==> config.mk <==
export PLATFORM = sky130hd
export DESIGN_NAME = quadrature_encoder_counter_unit
export DESIGN_NICKNAME = d
export VERILOG_FILES = /design/src/sv/qec_pkg.sv /design/src/sv/qec_phase_decode.sv /design/src/sv/qec_count_step.sv /design/src/sv/quadrature_encoder_counter_unit.sv
export SDC_FILE = /design/constraint.sdc
export NUM_CORES = 1
export LEC_CHECK = 0
export BUFFER_PORTS_ARGS = -buffer_cell sky130_fd_sc_hd__buf_2
export CAP_MARGIN = 20
export CORE_MARGIN = 8
export CORE_UTILIZATION = 40
export CTS_CLUSTER_DIAMETER = 150
export DETAILED_ROUTE_END_ITERATION = 6
export MAX_ROUTING_LAYER = met4
export PLACE_DENSITY = 0.61
export SYNTH_ARGS = -nofsm -noshare
export SYNTH_HDL_FRONTEND = slang
export SYNTH_HIERARCHICAL = 1
export SYNTH_SLANG_ARGS = --single-unit
==> constraint.sdc <==
create_clock -name clk -period 11.1 [get_ports clk]
set_clock_uncertainty 0.1 [all_clocks]
set_input_delay 1.665 -clock clk [delete_from_list [all_inputs] [get_ports clk]]
set_output_delay 1.665 -clock clk [all_outputs]
set_load 0.03 [all_outputs]
==> src/sv/qec_pkg.sv <==
// qec_pkg: shared types, constants and the transition table for the
// quadrature encoder counter. No dependencies.
package qec_pkg;

  localparam int unsigned WordW  = 15;
  localparam int unsigned CountW = 32;
  localparam int unsigned CfgW   = 32;
  localparam int unsigned CfgIdxW = 2;

  localparam logic [WordW-1:0] PhaseKeep = 15'h001C;
  localparam logic [WordW-1:0] IncBits   = 15'h0700;
  localparam logic [WordW-1:0] DecBits   = 15'h7000;
  localparam logic [WordW-1:0] CwBit     = 15'h0010;
  localparam logic [WordW-1:0] MaskReset = 15'h77FF;

  typedef enum logic [CfgIdxW-1:0] {
    REG_RES_MASK  = 2'd0,
    REG_COUNT_MIN = 2'd1,
    REG_COUNT_MAX = 2'd2,
    REG_INDEX_EN  = 2'd3
  } cfg_reg_t;

  // decoded phase step handed from the table stage to the counter
  typedef struct packed {
    logic [WordW-1:0] word;
    logic             inc;
    logic             dec;
  } qec_decode_t;

  function automatic logic [WordW-1:0] trans_table(input logic [4:0] sel);
    logic [WordW-1:0] e;
    case (sel)
      5'd0:  e = 15'h0000;  5'd1:  e = 15'h0435;  5'd2:  e = 15'h0002;
      5'd3:  e = 15'h100F;  5'd4:  e = 15'h0004;  5'd5:  e = 15'h0005;
      5'd6:  e = 15'h4002;  5'd7:  e = 15'h013B;  5'd8:  e = 15'h2004;
      5'd9:  e = 15'h0009;  5'd10: e = 15'h043E;  5'd11: e = 15'h000B;
      5'd12: e = 15'h0230;  5'd13: e = 15'h4009;  5'd14: e = 15'h000E;
      5'd15: e = 15'h000F;  5'd16: e = 15'h0010;  5'd17: e = 15'h0415;
      5'd18: e = 15'h0012;  5'd19: e = 15'h102F;  5'd20: e = 15'h0014;
      5'd21: e = 15'h0015;  5'd22: e = 15'h4022;  5'd23: e = 15'h011B;
      5'd24: e = 15'h2024;  5'd25: e = 15'h0019;  5'd26: e = 15'h041E;
      5'd27: e = 15'h001B;  5'd28: e = 15'h0210;  5'd29: e = 15'h4029;
      5'd30: e = 15'h001E;  5'd31: e = 15'h001F;
      default: e = 15'h0000;
    endcase
    return e;
  endfunction

endpackage

==> src/sv/qec_phase_decode.sv <==
// qec_phase_decode: transition table lookup and resolution masking.
// Depends on qec_pkg.
module qec_phase_decode (
  input  logic [qec_pkg::WordW-1:0] phase_word,
  input  logic                      phase_a,
  input  logic                      phase_b,
  input  logic [qec_pkg::WordW-1:0] res_mask,
  output qec_pkg::qec_decode_t      dec_o
);

  logic [4:0]                sel;
  logic [qec_pkg::WordW-1:0] word;

  assign sel  = phase_word[4:0] & qec_pkg::PhaseKeep[4:0] | {3'b000, phase_b, phase_a};
  assign word = qec_pkg::trans_table(sel) & res_mask;

  assign dec_o.word = word;
  assign dec_o.inc  = |(word & qec_pkg::IncBits);
  assign dec_o.dec  = |(word & qec_pkg::DecBits);

endmodule

==> src/sv/qec_count_step.sv <==
// qec_count_step: saturating up/down step of the position counter with
// index clear. Depends on qec_pkg.
module qec_count_step (
  input  logic signed [qec_pkg::CountW-1:0] position,
  input  qec_pkg::qec_decode_t              dec_i,
  input  logic signed [qec_pkg::CountW-1:0] count_min,
  input  logic signed [qec_pkg::CountW-1:0] count_max,
  input  logic                              index_en,
  input  logic                              index_level,
  output logic signed [qec_pkg::CountW-1:0] position_nxt,
  output logic                              stepped
);

  localparam int unsigned WideW = qec_pkg::CountW + 1;

  logic signed [WideW-1:0] up, hi, pos_inc, dn, lo, pos_dec;

  always_comb begin
    // wide arithmetic so the top and bottom of range never wrap
    up      = {position[qec_pkg::CountW-1], position} + WideW'(1);
    hi      = {count_max[qec_pkg::CountW-1], count_max};
    pos_inc = dec_i.inc ? ((up < hi) ? up : hi) : {position[qec_pkg::CountW-1], position};
    dn      = pos_inc - WideW'(1);
    lo      = {count_min[qec_pkg::CountW-1], count_min};
    pos_dec = dec_i.dec ? ((dn > lo) ? dn : lo) : pos_inc;
    stepped = dec_i.inc | dec_i.dec;
    if (stepped && index_en && index_level) begin
      position_nxt = '0;
    end else begin
      position_nxt = pos_dec[qec_pkg::CountW-1:0];
    end
  end

endmodule

==> src/sv/quadrature_encoder_counter_unit.sv <==
// quadrature_encoder_counter_unit: x4 quadrature decoder with 1x/2x/4x
// resolution and a saturating position counter.
// The result of an input transfer is captured in the output register; the
// table lookup and saturating step sit between the phase/position state
// and that register. Throughput: one item per cycle unless the output stalls.
// Reset (synchronous, rst_n low): state cleared, config registers to reset values, result registers not reset.
module quadrature_encoder_counter_unit (
  input  logic                              clk,
  input  logic                              rst_n,
  input  logic                              cfg_we,
  input  logic [qec_pkg::CfgIdxW-1:0]       cfg_index,
  input  logic [qec_pkg::CfgW-1:0]          cfg_wdata,
  input  logic                              in_valid,
  output logic                              in_stall,
  input  logic                              in_phase_a,
  input  logic                              in_phase_b,
  input  logic                              in_index_level,
  output logic                              out_valid,
  input  logic                              out_stall,
  output logic signed [qec_pkg::CountW-1:0] out_count,
  output logic                              out_count_changed,
  output logic                              out_direction_cw
);

  logic [qec_pkg::WordW-1:0]         res_mask_r;
  logic signed [qec_pkg::CountW-1:0] count_min_r, count_max_r;
  logic                              index_en_r;
  logic [qec_pkg::WordW-1:0]         phase_word_r;
  logic signed [qec_pkg::CountW-1:0] position_r, position_nxt;
  logic                              out_valid_r;
  logic signed [qec_pkg::CountW-1:0] out_count_r;
  logic                              out_changed_r, out_cw_r;
  logic                              stepped, in_xfer;
  qec_pkg::qec_decode_t              dec;

  // a new transfer is taken whenever the output slot is free or draining
  assign in_stall = out_valid_r & out_stall;
  assign in_xfer  = in_valid & ~in_stall;

  qec_phase_decode u_decode (
    .phase_word (phase_word_r),
    .phase_a    (in_phase_a),
    .phase_b    (in_phase_b),
    .res_mask   (res_mask_r),
    .dec_o      (dec)
  );

  qec_count_step u_step (
    .position     (position_r),
    .dec_i        (dec),
    .count_min    (count_min_r),
    .count_max    (count_max_r),
    .index_en     (index_en_r),
    .index_level  (in_index_level),
    .position_nxt (position_nxt),
    .stepped      (stepped)
  );

  always_ff @(posedge clk) begin
    if (!rst_n) begin
      res_mask_r  <= qec_pkg::MaskReset;
      count_min_r <= {1'b1, {(qec_pkg::CountW-1){1'b0}}};
      count_max_r <= {1'b0, {(qec_pkg::CountW-1){1'b1}}};
      index_en_r  <= 1'b0;
    end else if (cfg_we) begin
      unique case (qec_pkg::cfg_reg_t'(cfg_index))
        qec_pkg::REG_RES_MASK:  res_mask_r  <= cfg_wdata[qec_pkg::WordW-1:0];
        qec_pkg::REG_COUNT_MIN: count_min_r <= cfg_wdata;
        qec_pkg::REG_COUNT_MAX: count_max_r <= cfg_wdata;
        qec_pkg::REG_INDEX_EN:  index_en_r  <= cfg_wdata[0];
        default: ;
      endcase
    end
  end

  always_ff @(posedge clk) begin
    if (!rst_n) begin
      phase_word_r <= '0;
      position_r   <= '0;
      out_valid_r  <= 1'b0;
    end else begin
      if (in_xfer) begin
        phase_word_r <= dec.word;
        position_r   <= position_nxt;
        out_valid_r  <= 1'b1;
      end else if (!out_stall) begin
        out_valid_r  <= 1'b0;
      end
    end
  end

  always_ff @(posedge clk) begin
    if (in_xfer) begin
      out_count_r   <= position_nxt;
      out_changed_r <= stepped;
      out_cw_r      <= |(dec.word & qec_pkg::CwBit);
    end
  end

  assign out_valid         = out_valid_r;
  assign out_count         = out_count_r;
  assign out_count_changed = out_changed_r;
  assign out_direction_cw  = out_cw_r;

  a_hold_no_step: assert property (@(posedge clk) disable iff (!rst_n)
    (in_xfer && !dec.inc && !dec.dec) |=> (position_r == $past(position_r)))
    else $error("position moved without a step");

  a_index_clear: assert property (@(posedge clk) disable iff (!rst_n)
    (in_xfer && stepped && index_en_r && in_index_level) |=> (position_r == '0))
    else $error("index did not clear counter");

  a_result_matches: assert property (@(posedge clk) disable iff (!rst_n)
    in_xfer |=> (out_valid_r && out_count_r == position_r))
    else $error("result register out of step with position");

endmodule

==> results by group <==
Run status
  – Status: finished clean

Worst setup path
  – Reg-to-reg startpoint: position_r[0]
  – CP Launch Type: flop
  – Worst Setup SP: position_r[0]
  – Worst setup path end: position_r[8]
  – Slowest cell on crit path: o311ai_2
  – Reg2Reg Setup Slack: 0.92 ns
  – Worst EP required: 11.36 ns
  – Worst EP arrival: 10.44 ns
  – Worst R2R Path Depth: 38
  – Critical path peak fanout: 37
  – Critical Path Max Stage Delay: 0.82 ns
  – R2r endpoint: position_r[8]
  – Critical path class: flop to flop
  – CP Capture Type: flop

Die
  – Die height: roughly 190 µm
  – Core area: 28550 µm²
  – Die Width: 185.8 µm
  – Overall die area: 34510 µm²
  – Initial Util: 0.4038
  – I/O Pins: 78
  – Row Count: 62

Cells and area
  – Commonest non-fill, non-tap cell in the layout: nand2_1
  – FILL cells: 2956
  – Share of cells above drive strength 1: 0.1123
  – Nets: about 1600
  – Post-Layout Cell Count: 1844
  – Multi-input gate area: 7407 µm²
  – Commonest non-fill, non-tap cells in the layout: nand2_1, mux2i_1, dfxtp_1, inv_1, buf_2
  – Final Util: 0.4414
  – Inserted Diodes: 0
  – Reg area: between 3000 and 4000 µm²
  – Layout area overhead: 9.324%

STA
  – RSZ-0062 raised after global routing: no
  – Worst slew margin: 0.2905
  – Fmax: 98.21 MHz
  – Setup total negative slack: 0 ns
  – Final Max Slew Viols: 0
  – Fin. Hold Viols: 0
  – Post-layout minimum cycle time: between 10 and 15 ns
  – Worst hold slack: 0.3589 ns
  – Final setup viols: 0
  – Least-Margin Pin Slew: 1.064 ns
  – Fin crit share: 0.9174

Flow run
  – Maxcap violations: 0

GRT
  – Met3 Usage GRT: 0.02830
  – GRT Max-Usage Layer: met2
  – Antenna violations before repair: 0
  – Vias in the first global route: 10160
  – Routing usage on met1: 0.2672
  – GRT Total Usage: 0.2215
  – GRT met2 Usage: 0.3602
  – Grt ovf: 0
  – Global-route wire length before repair: 57810 µm
  – Pin count of the biggest net entering global routing: 102

Worst hold path
  – Class of the worst hold path: flop to flop

Clock tree
  – Setup bufs post-CTS: 0
  – Clock Latency Late Sink: 0.43 ns
  – CTS tree: built
  – Hold_buf cts: 0
  – Clock slew at reported path FFs: 0.06 ns
  – H-tree depth: 4
  – CTS Root Cell: clkbuf_16
  – CTS Buffer Depth: 2
  – Clock sinks: 144
  – Inserted Clock Buffers: 17

Placed design
  – Placed cells: 1811
  – Port bufs: 77
  – Final HPWL DP: 27120 µm
  – Gpl congestion: 0.9372

Synth
  – Mapped Area: 11530 µm²
  – Avg Cell Area, Syn: 7.983 µm²
  – Synth Instances: 1444
  – Yosys warns: 6
  – Post-Syn Nets: ~1600

Route
  – Via count: 10760
  – DR pass1 iterations: 6
  – WL final: about 37000 µm
  – DR DRC count: 0
  – Antenna Nets Post-Route: 0
  – Drt wl/cell: 20.14 µm
  – Vias/cell: 5.837
  – Initial DRC count: roughly 1100
==> how the worst min path moves through the flow <==
stage                    startpoint         endpoint  slack, ns  cells past startpoint
finish              count_min_r[29]  count_min_r[29]       0.36                      2
floorplan            position_r[10]   position_r[10]       0.33                      2
detailed placement  count_min_r[16]  count_min_r[16]       0.35                      2
global placement    count_min_r[29]  count_min_r[29]       0.34                      2
global route         count_min_r[3]   count_min_r[3]       0.38                      2
CTS                 count_min_r[10]  count_min_r[10]       0.36                      2
==> layout make-up <==
class,instances,share of cell area
multi-input combinational,1087,0.5878
timing repair buffer,99,0.04577
clock buffer,19,0.03435
clock inverter,13,0.009035
tap,384,0.03813
inverter,98,0.02919
sequential,144,0.2558
==> registers in the layout (all words and copies together), names as in the netlist <==
signal	count
count_max_r	32
count_min_r	32
index_en_r	1
out_count	32
out_count_changed	1
out_direction_cw	1
out_valid	1
phase_word_r	3
position_r	32
res_mask_r	9
==> what timing repair did <==
item / CTS / global route
endpoints found under the hold margin: 0 / 0
endpoints found under the setup margin: 0 / 4
gates resized for setup: 0 / 1
==> per-stage QoR <==
| step | setup slack (ns) | instance area, µm² |
|---|---|---|
| CTS | 0.8501 | 12570 |
| global placement | 1.203 | 12030 |
| detailed placement | 0.9098 | 12030 |
| finish | 0.9174 | 12600 |
| floorplan | 2.658 | 11530 |
| global route | 0.1614 | 12600 |
==> worst max-delay path: cells and delay by family (launching register included) <==
kind            cells  cell delay, ns
xor+xnor            1            0.16
flops               1            0.45
fa+ha+maj           4            1.50
buf+inv             5            1.12
compound gates     12            2.91
simple gates       15            3.70
mux                 1            0.15
==> metal layers <==
metal | up-vias | part of all wire | routed length, µm
met5 | - | 0 | 0
met4 | 0 | 0.047 | 1760
li1 | 5165 | - | -
met2 | 422 | 0.48 | 17720
met1 | 5103 | 0.42 | 15640
met3 | 73 | 0.054 | 2006
Power is not shown: default switching activity piles up to over one toggle a cycle in this logic, so the estimate is an artifact.
